===== src/hw/rtl/mmc_pkg.sv =====
// ---------------------------------------------------------------------------
// Mix-minus clip mixer package
// Shared widths, register indexes and the clipping adder.
// ---------------------------------------------------------------------------
`default_nettype none

package mmc_pkg;

  localparam int unsigned NumSources = 8;
  localparam int unsigned SampleW    = 16;
  localparam int unsigned MaskW      = 8;
  localparam int unsigned CfgIdxW    = 2;
  localparam int unsigned DestW      = 3;

  typedef logic signed [SampleW-1:0] sample_t;
  typedef logic signed [SampleW:0]   wide_t;

  typedef enum logic [CfgIdxW-1:0] {
    CfgEnabledMask = 2'd0,
    CfgMutedMask   = 2'd1,
    CfgSumEnable   = 2'd2
  } cfg_idx_e;

  localparam wide_t ClipHi = 17'sd32767;
  localparam wide_t ClipLo = -17'sd32767;

  // One add followed by a hard clip to the symmetric range.
  function automatic sample_t clip_add(sample_t a, sample_t b);
    wide_t s;
    s = {a[SampleW-1], a} + {b[SampleW-1], b};
    if (s >= ClipHi) begin
      s = ClipHi;
    end else if (s <= ClipLo) begin
      s = ClipLo;
    end
    return s[SampleW-1:0];
  endfunction

endpackage

`default_nettype wire


===== src/hw/rtl/mmc_in_if.sv =====
// ---------------------------------------------------------------------------
// Mix-minus clip mixer input channel
// One word per sample time: the base sample and one sample per source.
// ---------------------------------------------------------------------------
`default_nettype none

interface mmc_in_if;
  logic            valid;
  logic            ready;
  mmc_pkg::sample_t base_sample;
  mmc_pkg::sample_t src0_sample;
  mmc_pkg::sample_t src1_sample;
  mmc_pkg::sample_t src2_sample;
  mmc_pkg::sample_t src3_sample;
  mmc_pkg::sample_t src4_sample;
  mmc_pkg::sample_t src5_sample;
  mmc_pkg::sample_t src6_sample;
  mmc_pkg::sample_t src7_sample;

  modport source (
    output valid, base_sample, src0_sample, src1_sample, src2_sample, src3_sample,
           src4_sample, src5_sample, src6_sample, src7_sample,
    input  ready
  );
  modport sink (
    input  valid, base_sample, src0_sample, src1_sample, src2_sample, src3_sample,
           src4_sample, src5_sample, src6_sample, src7_sample,
    output ready
  );
endinterface

`default_nettype wire


===== src/hw/rtl/mmc_out_if.sv =====
// ---------------------------------------------------------------------------
// Mix-minus clip mixer output channel
// One word per mixed result.
// ---------------------------------------------------------------------------
`default_nettype none

interface mmc_out_if;
  logic                             valid;
  logic                             ready;
  logic [mmc_pkg::DestW-1:0]        dest_index;
  logic                             is_sum;
  mmc_pkg::sample_t                 mixed_sample;
  logic                             last;

  modport source (
    output valid, dest_index, is_sum, mixed_sample, last,
    input  ready
  );
  modport sink (
    input  valid, dest_index, is_sum, mixed_sample, last,
    output ready
  );
endinterface

`default_nettype wire


===== src/hw/rtl/mix_minus_clip_mixer_core.sv =====
// ---------------------------------------------------------------------------
// Mix-minus clip mixer core
// N-minus-one conference mixer with per-add hard clipping.
// ---------------------------------------------------------------------------
// Each input word is one sample time. One lane per source plus one total-mix
// lane run side by side through a NUM_SOURCES-stage pipeline, stage k adding
// source k with clipping, so a new word can enter every cycle unless the
// pipeline holds, and it passes through every stage to the merge stage. The
// merge stage then sends one result word per cycle while the output is ready:
// a sample time gives one word per result (enabled sources, plus one when the
// total mix is on; up to NUM_SOURCES + 1), and a word with no enabled source
// gives nothing. Input is accepted while the merge stage still drains the
// previous sample time. Change the masks only when no word is in flight.
// ---------------------------------------------------------------------------
`default_nettype none

module mix_minus_clip_mixer_core #(
  parameter int unsigned NUM_SOURCES = mmc_pkg::NumSources
) (
  input  wire logic                        clk_i,
  input  wire logic                        rst_ni,
  input  wire logic                        cfg_we_i,
  input  wire logic [mmc_pkg::CfgIdxW-1:0] cfg_idx_i,
  input  wire logic [mmc_pkg::MaskW-1:0]   cfg_data_i,
  mmc_in_if.sink                           src_i,
  mmc_out_if.source                        res_o
);

  localparam int unsigned NumLanes = NUM_SOURCES + 1;

  logic [mmc_pkg::MaskW-1:0] en_mask_q;
  logic [mmc_pkg::MaskW-1:0] mute_mask_q;
  logic                      sum_en_q;

  logic [NUM_SOURCES-1:0] en;
  logic [NUM_SOURCES-1:0] active;
  logic [NUM_SOURCES:0]   emit;

  mmc_pkg::sample_t in_smp    [mmc_pkg::NumSources];
  mmc_pkg::sample_t smp_q     [NUM_SOURCES][NUM_SOURCES];
  mmc_pkg::sample_t stage_smp [NUM_SOURCES];
  mmc_pkg::sample_t lane_res  [NumLanes];

  logic [NUM_SOURCES-1:0] vld_q;
  logic                   adv;
  logic                   merge_ready;

  // Configuration registers.
  always_ff @(posedge clk_i or negedge rst_ni) begin
    if (!rst_ni) begin
      en_mask_q   <= '0;
      mute_mask_q <= '0;
      sum_en_q    <= 1'b0;
    end else if (cfg_we_i) begin
      unique case (cfg_idx_i)
        mmc_pkg::CfgEnabledMask: en_mask_q   <= cfg_data_i;
        mmc_pkg::CfgMutedMask:   mute_mask_q <= cfg_data_i;
        mmc_pkg::CfgSumEnable:   sum_en_q    <= cfg_data_i[0];
        default: ;
      endcase
    end
  end

  assign en     = en_mask_q[NUM_SOURCES-1:0];
  assign active = en & ~mute_mask_q[NUM_SOURCES-1:0];
  assign emit   = {sum_en_q && (en != '0), en};

  assign in_smp[0] = src_i.src0_sample;
  assign in_smp[1] = src_i.src1_sample;
  assign in_smp[2] = src_i.src2_sample;
  assign in_smp[3] = src_i.src3_sample;
  assign in_smp[4] = src_i.src4_sample;
  assign in_smp[5] = src_i.src5_sample;
  assign in_smp[6] = src_i.src6_sample;
  assign in_smp[7] = src_i.src7_sample;

  // The whole pipeline moves together; it holds only when the last stage
  // carries a word that the merge stage cannot take yet.
  assign adv         = !vld_q[NUM_SOURCES-1] || merge_ready;
  assign src_i.ready = adv;

  always_ff @(posedge clk_i or negedge rst_ni) begin
    if (!rst_ni) begin
      vld_q <= '0;
    end else if (adv) begin
      vld_q <= (vld_q << 1) | NUM_SOURCES'(src_i.valid);
    end
  end

  // Samples travel with the word so that stage k sees source k of its word.
  always_ff @(posedge clk_i) begin
    if (adv) begin
      for (int j = 0; j < NUM_SOURCES; j++) begin
        smp_q[0][j] <= in_smp[j];
      end
      for (int s = 1; s < NUM_SOURCES; s++) begin
        smp_q[s] <= smp_q[s-1];
      end
    end
  end

  for (genvar k = 0; k < NUM_SOURCES; k++) begin : g_smp
    if (k == 0) begin : g_first
      assign stage_smp[k] = in_smp[0];
    end else begin : g_next
      assign stage_smp[k] = smp_q[k-1][k];
    end
  end

  for (genvar l = 0; l < NumLanes; l++) begin : g_lane
    mmc_lane #(
      .NUM_SOURCES (NUM_SOURCES),
      .LANE_IDX    (l)
    ) u_lane (
      .clk_i       (clk_i),
      .adv_i       (adv),
      .base_i      (src_i.base_sample),
      .stage_smp_i (stage_smp),
      .active_i    (active),
      .acc_o       (lane_res[l])
    );
  end

  mmc_merge #(
    .NUM_SOURCES (NUM_SOURCES)
  ) u_merge (
    .clk_i      (clk_i),
    .rst_ni     (rst_ni),
    .in_valid_i (vld_q[NUM_SOURCES-1]),
    .in_ready_o (merge_ready),
    .lane_res_i (lane_res),
    .emit_i     (emit),
    .res_o      (res_o)
  );

  // A word stalled in the last stage must not be dropped.
  a_stall_holds: assert property (@(posedge clk_i) disable iff (!rst_ni)
    vld_q[NUM_SOURCES-1] && !merge_ready |=> vld_q[NUM_SOURCES-1])
    else $error("stalled word lost from the last pipeline stage");

  // A sample time that still has results keeps the output valid.
  a_burst_continues: assert property (@(posedge clk_i) disable iff (!rst_ni)
    res_o.valid && res_o.ready && !res_o.last |=> res_o.valid)
    else $error("result burst ended before its last word");

  // The total mix is the final word and names no destination.
  a_sum_last: assert property (@(posedge clk_i) disable iff (!rst_ni)
    res_o.valid && res_o.is_sum |-> res_o.last && (res_o.dest_index == '0))
    else $error("total mix word is not the final word of its sample time");

endmodule

`default_nettype wire


===== src/hw/rtl/mmc_lane.sv =====
// ---------------------------------------------------------------------------
// Mix-minus clip mixer lane
// Pipelined clip-add chain for one destination or the total mix; stage k adds source k when it is active.
// ---------------------------------------------------------------------------
`default_nettype none

module mmc_lane #(
  parameter int unsigned NUM_SOURCES = mmc_pkg::NumSources,
  parameter int unsigned LANE_IDX    = 0
) (
  input  wire logic             clk_i,
  input  wire logic             adv_i,
  input  wire mmc_pkg::sample_t base_i,
  input  wire mmc_pkg::sample_t stage_smp_i [NUM_SOURCES],
  input  wire logic [NUM_SOURCES-1:0] active_i,
  output mmc_pkg::sample_t      acc_o
);

  mmc_pkg::sample_t acc_q [NUM_SOURCES];
  mmc_pkg::sample_t acc_d [NUM_SOURCES];

  for (genvar k = 0; k < NUM_SOURCES; k++) begin : g_stage
    mmc_pkg::sample_t acc_in;

    if (k == 0) begin : g_first
      assign acc_in = base_i;
    end else begin : g_next
      assign acc_in = acc_q[k-1];
    end

    // The lane's own source is never added to its own mix.
    if (k == LANE_IDX) begin : g_own
      assign acc_d[k] = acc_in;
    end else begin : g_other
      assign acc_d[k] = active_i[k] ? mmc_pkg::clip_add(acc_in, stage_smp_i[k]) : acc_in;
    end

    always_ff @(posedge clk_i) begin
      if (adv_i) begin
        acc_q[k] <= acc_d[k];
      end
    end
  end

  assign acc_o = acc_q[NUM_SOURCES-1];

endmodule

`default_nettype wire


===== src/hw/rtl/mmc_merge.sv =====
// ---------------------------------------------------------------------------
// Mix-minus clip mixer merge stage
// Holds the lane results of one sample time and sends them one word a cycle while the output is ready.
// ---------------------------------------------------------------------------
`default_nettype none

module mmc_merge #(
  parameter int unsigned NUM_SOURCES = mmc_pkg::NumSources
) (
  input  wire logic         clk_i,
  input  wire logic         rst_ni,
  input  wire logic         in_valid_i,
  output logic              in_ready_o,
  input  wire mmc_pkg::sample_t lane_res_i [NUM_SOURCES+1],
  input  wire logic [NUM_SOURCES:0] emit_i,
  mmc_out_if.source         res_o
);

  localparam int unsigned NumLanes = NUM_SOURCES + 1;
  localparam int unsigned LaneIdxW = $clog2(NumLanes);

  logic [NumLanes-1:0] pend_q;
  mmc_pkg::sample_t    res_q [NumLanes];
  logic [LaneIdxW-1:0] sel;
  logic [NumLanes-1:0] rest;
  logic                fire;
  logic                found;

  // Lowest pending lane goes first, which keeps index order with the sum last.
  always_comb begin
    sel   = '0;
    found = 1'b0;
    for (int i = 0; i < NumLanes; i++) begin
      if (pend_q[i] && !found) begin
        sel   = LaneIdxW'(i);
        found = 1'b1;
      end
    end
  end

  assign rest       = pend_q & ~(NumLanes'(1) << sel);
  assign fire       = res_o.valid && res_o.ready;
  assign in_ready_o = (pend_q == '0) || (fire && (rest == '0));

  assign res_o.valid        = |pend_q;
  assign res_o.mixed_sample = res_q[sel];
  assign res_o.is_sum       = (sel == LaneIdxW'(NUM_SOURCES));
  assign res_o.dest_index   = res_o.is_sum ? '0 : mmc_pkg::DestW'(sel);
  assign res_o.last         = (rest == '0);

  always_ff @(posedge clk_i or negedge rst_ni) begin
    if (!rst_ni) begin
      pend_q <= '0;
    end else if (in_ready_o && in_valid_i) begin
      pend_q <= emit_i;
    end else if (fire) begin
      pend_q <= rest;
    end
  end

  always_ff @(posedge clk_i) begin
    if (in_ready_o && in_valid_i) begin
      res_q <= lane_res_i;
    end
  end

endmodule

`default_nettype wire


===== src/flat_wrapper.sv =====
// flat-port wrapper written by rule: the top's interface ports become plain ports
module mix_minus_clip_mixer_core_flat 
#(
  parameter int unsigned NUM_SOURCES = mmc_pkg::NumSources
)
  (clk_i, rst_ni, cfg_we_i, cfg_idx_i, cfg_data_i, src_i_valid, src_i_base_sample, src_i_src0_sample, src_i_src1_sample, src_i_src2_sample, src_i_src3_sample, src_i_src4_sample, src_i_src5_sample, src_i_src6_sample, src_i_src7_sample, src_i_ready, res_o_valid, res_o_dest_index, res_o_is_sum, res_o_mixed_sample, res_o_last, res_o_ready);
  mmc_in_if src_i_i ();
  mmc_out_if res_o_i ();
  input  wire logic clk_i;
  input  wire logic rst_ni;
  input  wire logic cfg_we_i;
  input  wire logic [mmc_pkg::CfgIdxW-1:0] cfg_idx_i;
  input  wire logic [mmc_pkg::MaskW-1:0] cfg_data_i;
  input wire logic [$bits(src_i_i.valid)-1:0] src_i_valid;
  input wire logic [$bits(src_i_i.base_sample)-1:0] src_i_base_sample;
  input wire logic [$bits(src_i_i.src0_sample)-1:0] src_i_src0_sample;
  input wire logic [$bits(src_i_i.src1_sample)-1:0] src_i_src1_sample;
  input wire logic [$bits(src_i_i.src2_sample)-1:0] src_i_src2_sample;
  input wire logic [$bits(src_i_i.src3_sample)-1:0] src_i_src3_sample;
  input wire logic [$bits(src_i_i.src4_sample)-1:0] src_i_src4_sample;
  input wire logic [$bits(src_i_i.src5_sample)-1:0] src_i_src5_sample;
  input wire logic [$bits(src_i_i.src6_sample)-1:0] src_i_src6_sample;
  input wire logic [$bits(src_i_i.src7_sample)-1:0] src_i_src7_sample;
  output wire logic [$bits(src_i_i.ready)-1:0] src_i_ready;
  output wire logic [$bits(res_o_i.valid)-1:0] res_o_valid;
  output wire logic [$bits(res_o_i.dest_index)-1:0] res_o_dest_index;
  output wire logic [$bits(res_o_i.is_sum)-1:0] res_o_is_sum;
  output wire logic [$bits(res_o_i.mixed_sample)-1:0] res_o_mixed_sample;
  output wire logic [$bits(res_o_i.last)-1:0] res_o_last;
  input wire logic [$bits(res_o_i.ready)-1:0] res_o_ready;
  assign src_i_i.valid = src_i_valid;
  assign src_i_i.base_sample = src_i_base_sample;
  assign src_i_i.src0_sample = src_i_src0_sample;
  assign src_i_i.src1_sample = src_i_src1_sample;
  assign src_i_i.src2_sample = src_i_src2_sample;
  assign src_i_i.src3_sample = src_i_src3_sample;
  assign src_i_i.src4_sample = src_i_src4_sample;
  assign src_i_i.src5_sample = src_i_src5_sample;
  assign src_i_i.src6_sample = src_i_src6_sample;
  assign src_i_i.src7_sample = src_i_src7_sample;
  assign src_i_ready = src_i_i.ready;
  assign res_o_valid = res_o_i.valid;
  assign res_o_dest_index = res_o_i.dest_index;
  assign res_o_is_sum = res_o_i.is_sum;
  assign res_o_mixed_sample = res_o_i.mixed_sample;
  assign res_o_last = res_o_i.last;
  assign res_o_i.ready = res_o_ready;
  mix_minus_clip_mixer_core #(.NUM_SOURCES(NUM_SOURCES)) u_core (.clk_i(clk_i), .rst_ni(rst_ni), .cfg_we_i(cfg_we_i), .cfg_idx_i(cfg_idx_i), .cfg_data_i(cfg_data_i), .src_i(src_i_i), .res_o(res_o_i));
endmodule

===== config.mk =====
export PLATFORM = sky130hd
export DESIGN_NAME = mix_minus_clip_mixer_core_flat
export DESIGN_NICKNAME = d
export VERILOG_FILES = /design/src/hw/rtl/mmc_pkg.sv /design/src/hw/rtl/mmc_in_if.sv /design/src/hw/rtl/mmc_out_if.sv /design/src/hw/rtl/mix_minus_clip_mixer_core.sv /design/src/hw/rtl/mmc_lane.sv /design/src/hw/rtl/mmc_merge.sv /design/src/flat_wrapper.sv
export SDC_FILE = /design/constraint.sdc
export NUM_CORES = 2
export LEC_CHECK = 0
export ABC_CLOCK_PERIOD_IN_PS = 50500
export BUFFER_PORTS_ARGS = -buffer_cell sky130_fd_sc_hd__buf_2
export CORE_UTILIZATION = 65
export CTS_CLUSTER_DIAMETER = 200
export DETAILED_ROUTE_END_ITERATION = 10
export HOLD_SLACK_MARGIN = 0.12
export PLACE_DENSITY = 0.87
export SETUP_SLACK_MARGIN = 0.15
export SLEW_MARGIN = 20
export SYNTH_ARGS = -nofsm -noshare
export SYNTH_HDL_FRONTEND = slang
export SYNTH_SLANG_ARGS = --single-unit

===== constraint.sdc =====
create_clock -name clk_i -period 50.5 [get_ports clk_i]
set_clock_uncertainty 0.2 [all_clocks]
set_input_delay 2.525 -clock clk_i [delete_from_list [all_inputs] [get_ports clk_i]]
set_output_delay 2.525 -clock clk_i [all_outputs]
set_load 0.02 [all_outputs]

=== Yosys cells after proc, flatten, opt, wreduce, memory -nomap -nowiden ===
Memory sizes are Yosys's and may differ from the RTL's. A register that Yosys moved wholly into a read port is not among the register bits.
Index checks and enable logic that the tools add are counted.

* Order comparisons: 115
* Add/sub/neg operators: 57
* Muxes and demuxes: 195
* Shift operators: 1
* Reduce and logical (&&, ||, !) cells: 32
* Bitwise operators: 6
* Equal/unequal tests: 3

{| class="wikitable"
|+ Operators with widths
! cell !! count
|-
| 16-bit two-way mux || 173
|-
| 16-bit by 16-bit adder with 17-bit output || 57
|-
| 17-bit by 16-bit greater-or-equal comparator with 1-bit output, second input constant || 57
|-
| 17-bit by 16-bit less-or-equal comparator with 1-bit output, second input constant || 57
|-
| 16-bit binary-select mux with 4-bit select || 1
|-
| 4-bit two-way mux || 6
|-
| 9-bit logical NOT || 2
|-
| 9-bit two-way mux || 2
|-
| 1-bit logical AND || 12
|-
| 1-bit two-way mux || 11
|-
| 9-bit AND || 1
|-
| 1-bit logical NOT || 9
|-
| 9-bit inverter || 1
|-
| 9-bit OR reduction || 1
|-
| 1-bit by 4-bit << shifter with 9-bit output, first input constant || 1
|-
| 8-bit AND || 1
|-
| 8-bit inverter || 1
|-
| 8-bit by 1-bit bitwise OR with 8-bit output || 1
|-
| 8-bit nonzero test || 1
|-
| 2-bit AND reduction || 3
|-
| 5-bit greater-or-equal comparator, second input constant || 1
|-
| 4-bit inverter with 5-bit output || 1
|-
| 4-bit == test, second input constant || 1
|-
| 3-bit two-way mux || 1
|-
| 6 further kinds || 7
|}

* Word-level logic and storage cells: 424
* Output and inout port bits: 23
* Memories kept: 10
* Memory bits (writable): 2176
* Register bits: 34
* Input bits: 159

{| class="wikitable"
|+ Memory list
! name !! words !! width !! rd ports !! clocked after Yosys merged registers in !! write ports !! RTL line !! source
|-
| u_core.smp_q || 8 || 128 || 7 || 0 || 8 || mix_minus_clip_mixer_core.sv:40 || <nowiki>mmc_pkg::sample_t smp_q [NUM_SOURCES][NUM_SOURCES];</nowiki>
|-
| u_core.g_lane[0].u_lane.acc_q || 8 || 16 || 8 || 1 || 8 || mmc_lane.sv:19 || <nowiki>mmc_pkg::sample_t acc_q [NUM_SOURCES];</nowiki>
|-
| u_core.g_lane[1].u_lane.acc_q || 8 || 16 || 8 || 1 || 8 || mmc_lane.sv:19 ||
|-
| u_core.g_lane[2].u_lane.acc_q || 8 || 16 || 8 || 1 || 8 || mmc_lane.sv:19 ||
|-
| u_core.g_lane[3].u_lane.acc_q || 8 || 16 || 8 || 1 || 8 || mmc_lane.sv:19 ||
|-
| u_core.g_lane[4].u_lane.acc_q || 8 || 16 || 8 || 1 || 8 || mmc_lane.sv:19 ||
|-
| 4 more memories || -- || -- || -- || -- || -- || -- ||
|}

=== Depth between registers and ports, before layout ===
* Depth in word-level cells: 34
* Gate-level depth with buffers: 15
* Gate-level depth less buffers: 13

=== Cells and area by module ===
Synthesis repeated with hierarchy kept, for this count alone.

* Cells, all modules: 14004
* Area total of the unflattened synthesis: 135236.0 sq um

{| class="wikitable"
|+ By module, submodules not included
! module !! seq. area each (sq um) !! area an instance (sq um) !! times used !! cells an instance
|-
| mmc_lane (u_core.g_lane[1].u_lane ...) || 3843.7 || 12761.0 || 5 || 1475
|-
| mix_minus_clip_mixer_core || 14078.5 || 14473.9 || 1 || 514
|-
| mmc_lane (u_core.g_lane[8].u_lane) || 3843.7 || 13678.1 || 1 || 1603
|-
| mmc_lane (u_core.g_lane[3].u_lane) || 3843.7 || 12598.3 || 1 || 1421
|-
| mmc_lane (u_core.g_lane[7].u_lane) || 3843.7 || 12538.3 || 1 || 1393
|-
| mmc_lane (u_core.g_lane[0].u_lane) || 3843.7 || 12052.8 || 1 || 1341
|-
| mmc_merge || 4549.4 || 6089.6 || 1 || 357
|}

=== Least setup slack after synthesis ===
OpenSTA, ideal clock, no wires.

* Path type: input-to-output
* From: input res_o_ready
* To: output src_i_ready
* Data required time: 47.775 ns
* Path buffers: 1
* Arrival: 25.256 ns
* Stages: 4
* Slack: 22.519 ns
* Cells stage by stage: a31oi_1 and2_1 buf_2 inv_1

* Word-level cells in the longest chain between the ends: 4

{| class="wikitable"
|+ Ends and longest elaborated chain
! item !! RTL line !! source
|-
| start, declared || flat_wrapper.sv:30 || <nowiki>input wire logic [$bits(res_o_i.ready)-1:0] res_o_ready;</nowiki>
|-
| 1-bit logical AND || mmc_merge.sv:42 || <nowiki>assign fire = res_o.valid && res_o.ready;</nowiki>
|-
| 1-bit logical AND || mmc_merge.sv:43 || <nowiki>assign in_ready_o = (pend_q == '0) || (fire && (rest == '0));</nowiki>
|-
| 1-bit logical OR || mmc_merge.sv:43 ||
|-
| 1-bit logical OR || mix_minus_clip_mixer_core.sv:79 || <nowiki>assign adv = !vld_q[NUM_SOURCES-1] || merge_ready;</nowiki>
|-
| end, declared || flat_wrapper.sv:24 || <nowiki>output wire logic [$bits(src_i_i.ready)-1:0] src_i_ready;</nowiki>
|}

No other way between the ends.

=== Worst setup path in the final report ===
* From: register u_core.u_merge.pend_q[0]
* To: output src_i_ready

* Word-level cells in the longest chain between the ends: 32
* Elaborated cells on any way between the ends: 42
* Those cells by class: 1 x shift; 16 x mux; 2 x bitwise; 23 x reduce/logical

{| class="wikitable"
|+ Ends and longest elaborated chain
! item !! RTL line !! source
|-
| start, declared || mmc_merge.sv:22 || <nowiki>logic [NumLanes-1:0] pend_q;</nowiki>
|-
| start signal, assigned || mmc_merge.sv:55 || <nowiki>pend_q <= emit_i;</nowiki>
|-
| start signal, assigned || mmc_merge.sv:57 || <nowiki>pend_q <= rest;</nowiki>
|-
| 1-bit two-way mux || mmc_merge.sv:34 || <nowiki>if (pend_q[i] && !found) begin</nowiki>
|-
| 1-bit logical NOT || mmc_merge.sv:34 ||
|-
| 1-bit logical AND || mmc_merge.sv:34 ||
|-
| 1-bit two-way mux || mmc_merge.sv:34 ||
|-
| 1-bit logical NOT || mmc_merge.sv:34 ||
|-
| 1-bit logical AND || mmc_merge.sv:34 ||
|-
| 1-bit two-way mux || mmc_merge.sv:34 ||
|-
| 1-bit logical NOT || mmc_merge.sv:34 ||
|-
| [... 16 more ...] || -- ||
|-
| 4-bit two-way mux || mmc_merge.sv:34 ||
|-
| 1-bit by 4-bit << shifter with 9-bit output || mmc_merge.sv:41 || <nowiki>assign rest = pend_q & ~(NumLanes'(1) << sel);</nowiki>
|-
| 9-bit inverter || mmc_merge.sv:41 ||
|-
| 9-bit AND || mmc_merge.sv:41 ||
|-
| 9-bit logical NOT || mmc_merge.sv:43 ||
|-
| 1-bit logical AND || mmc_merge.sv:43 ||
|-
| 1-bit logical OR (*) || mmc_merge.sv:43 ||
|-
| 1-bit logical OR (*) || mix_minus_clip_mixer_core.sv:79 ||
|}

Every way passes the cells marked *; elsewhere a longest branch is shown, timed or not.

==> impl_metrics.json <==
{
  "worstSetupStartpointType": "register",
  "antenna_left": 0,
  "rsz0062_at_grt": "false",
  "worstMarginPinSlew_ns": 1.28,
  "clock_sinks": 1330,
  "cts_tree": "built",
  "status": "complete, no violations",
  "dr_total_vias": 65675,
  "synthArstFlopShare_pct": 2.56,
  "nFillCells": 8748,
  "gp_congestion": 1.00,
  "period_minus_slack_ns": 8.06,
  "die_area_mm2": 0.128,
  "final_core_util_pct": 71.4,
  "start_util_pct": 65.6,
  "synth-seq-cells": 1330,
  "setup_tns_ns": 0,
  "cap_violations": 0,
  "cp.arrival_ns": 5.34,
  "cts-root-buf": "clkbuf_16",
  "io_pins": 182,
  "finalWirelength_um": 230000,
  "final_nets": 8749,
  "synth.distinct_cells": 105,
  "grt_usage_pct": 35.3,
  "clk_pin_slew_ns": 0.07,
  "synthTopCellsByArea": "edfxtp_1 47%, ha_1 8.7%, nand2_1 3.5%",
  "io_buffer_count": 181,
  "slew_headroom_pct": 14.9,
  "slew_viol_final": 0,
  "synth_nets": 8592,
  "avgViaCountPerCell": 6.74,
  "drive_above_1_share_pct": 7.54,
  "overflow": 0,
  "hold_viol": 0,
  "mostFrequentLayoutCell": "edfxtp_1",
  "drc": 0,
  "initialDrtViolationCount": 7583,
  "cp.required_ns": 47.78,
  "cts_max_level": 4,
  "clk_latency_ns": 0.81,
  "grt_max_degree": 193,
  "numCtsBuffers": 139,
  "synth_warnings": 0,
  "setup_viol": 0,
  "r2r_slack_ns": 43.27,
  "cts.path.max_buffers": 3,
  "first_pass_iters": 7,
  "die_w_um": 358,
  "syn_avg_cell_area_um2": 10.5,
  "regArea_mm2": 0.0398,
  "syn_inst": 7821,
  "fmax_mhz": 124,
  "synth_top_cell_area_share_pct": 47.2,
  "path_class": "register to output port",
  "final_cell_mix": "1296 x edfxtp_1, 776 x nand2_1, 625 x nor2_1",
  "multi_input_area_mm2": 0.0409,
  "hp-class": "register to register",
  "end_kind": "output port",
  "dieHeight_um": 358,
  "grt_pass1_wl_um": 349000,
  "hold_buffers": 0,
  "rows": 130,
  "syn_area_mm2": 0.0824,
  "core_mm2": 0.126,
  "final.period_utilization_pct": 16.0,
  "hpwl_um": 175000,
  "ctsResizeCount": 0,
  "synth-seq-area-share_pct": 48.2,
  "synth_area_leader_cell": "edfxtp_1",
  "synth-edff-count": 1296,
  "post-cts-setup-buffer-count": 0,
  "antenna_found_initial": 6,
  "first_global_vias": 61631,
  "areaGrowthSynthToFinish_pct": 8.86,
  "post_drt_wl_per_cell_um": 23.6,
  "synth_flop_cell": "edfxtp_1",
  "cp_max_fo": 41
}
Yosys cell counts, types with 23 or more instances:
library cell	instances
or4_1	44
a21oi_1	562
nand3_1	200
a221o_1	24
nand2b_1	145
or3_1	42
nand4_1	80
o311ai_0	37
o22ai_1	44
o31ai_1	56
xor2_1	173
edfxtp_1	1296
o21ai_1	47
xnor2_1	217
clkbuf_1	190
nor2b_1	110
o22a_1	30
mux4_2	25
or2_2	33
a221oi_1	23
nand3b_1	33
ha_1	576
nor4_1	71
o21ai_0	482
and2_1	47
nand2_1	777
a22oi_1	44
a211oi_1	100
a31oi_1	75
mux2_2	33
maj3_1	71
nor3_1	173
dfrtp_1	34
nor3b_1	31
o211ai_1	103
a21o_1	146
o21bai_1	47
mux2i_1	32
and3_1	51
inv_1	280
o21a_1	111
nor2_1	626
o31a_1	28
fa_1	36
a22o_1	24
worst max-delay path, stage by stage, from the launching register on:
cell and delay (ns):
dfrtp_1 0.44, or4_1 0.59, nor4_1 0.42, nand2_1 0.19
nand2_2 0.77, mux2_2 0.31, o22ai_1 0.07, a22o_1 0.22
a31oi_1 0.41, and2_1 0.53, inv_8 0.23, buf_2 0.28
per-layer routing:
| metal | part of all wire [%] | track usage [%] | vias up |
|---|---|---|---|
| met5 | 0.025 | 0 | - |
| met4 | 7.1 | 22.0 | 8 |
| met3 | 8.5 | 6.16 | 816 |
| met2 | 47 | 57.7 | 3466 |
| met1 | 38 | 43.7 | 31060 |
| li1 | - | - | 30325 |
logic make-up (layout without fill, tap and decap cells):
logic type      count (synthesis)  count (layout)  share of synthesized area, %
other cells                     0               5                             0
xor+xnor                      390             390                          4.14
flops                        1330            1330                          48.2
simple gates                 2577            2577                          15.3
compound gates               2263            2263                          18.1
buf+inv                       488             762                          2.24
mux                            90              90                          1.52
fa+ha+maj                     683             683                          10.5
worst paths after layout:
check,start,to,cells past startpoint
setup / recovery,u_core.u_merge.pend_q[0],src_i_ready,11
hold / removal,u_core.smp_q[4][26],u_core.smp_q[5][26],0
setup reg to reg,u_core.u_merge.pend_q[0],u_core.smp_q[5][13],13
hold reg to reg,u_core.smp_q[4][26],u_core.smp_q[5][26],0
max in group asynchronous,rst_ni,u_core.u_merge.pend_q[1],1
min in group asynchronous,rst_ni,u_core.mute_mask_q[2],1
area by class of cell:
class / instances / area share, %
timing repair buffer: 224 / 1.40
clock inverter: 96 / 1.16
multi-input combinational: 6003 / 45.6
clock buffer: 162 / 4.03
inverter: 280 / 1.18
sequential: 1330 / 44.3
tap: 1650 / 2.30
antenna: 5 / 0.0139
sequential cells by signal, summed over array words and instances, names as in the netlist:
register / flops
u_core.smp_q: 448
u_core.g_lane.u_lane.acc_q: 704
u_core.u_merge.res_q: 144
u_core.en: 8
u_core.sum_en_q: 1
u_core.vld_q: 8
u_core.u_merge.pend_q: 9
u_core.mute_mask_q: 8
per-stage QoR:
| stage | cells | worst slack (ns) | hold WS (ns) | cell area (µm²) |
|---|---|---|---|---|
| finish | 9750 | 42.44 | 0.200 | 89800 |
| global route | 9745 | 42.06 | 0.204 | 89700 |
| CTS | 9745 | 42.45 | 0.202 | 89700 |
| detailed placement | 9487 | 43.35 | 0.205 | 85100 |
| global placement | 9487 | 43.47 | 0.201 | 85100 |
| floorplan | 7821 | 22.52 | 0.200 | 82400 |
Power is left out: the tool's default activity adds up to more than one toggle a clock period on the data nets, which glitch-free logic cannot reach.
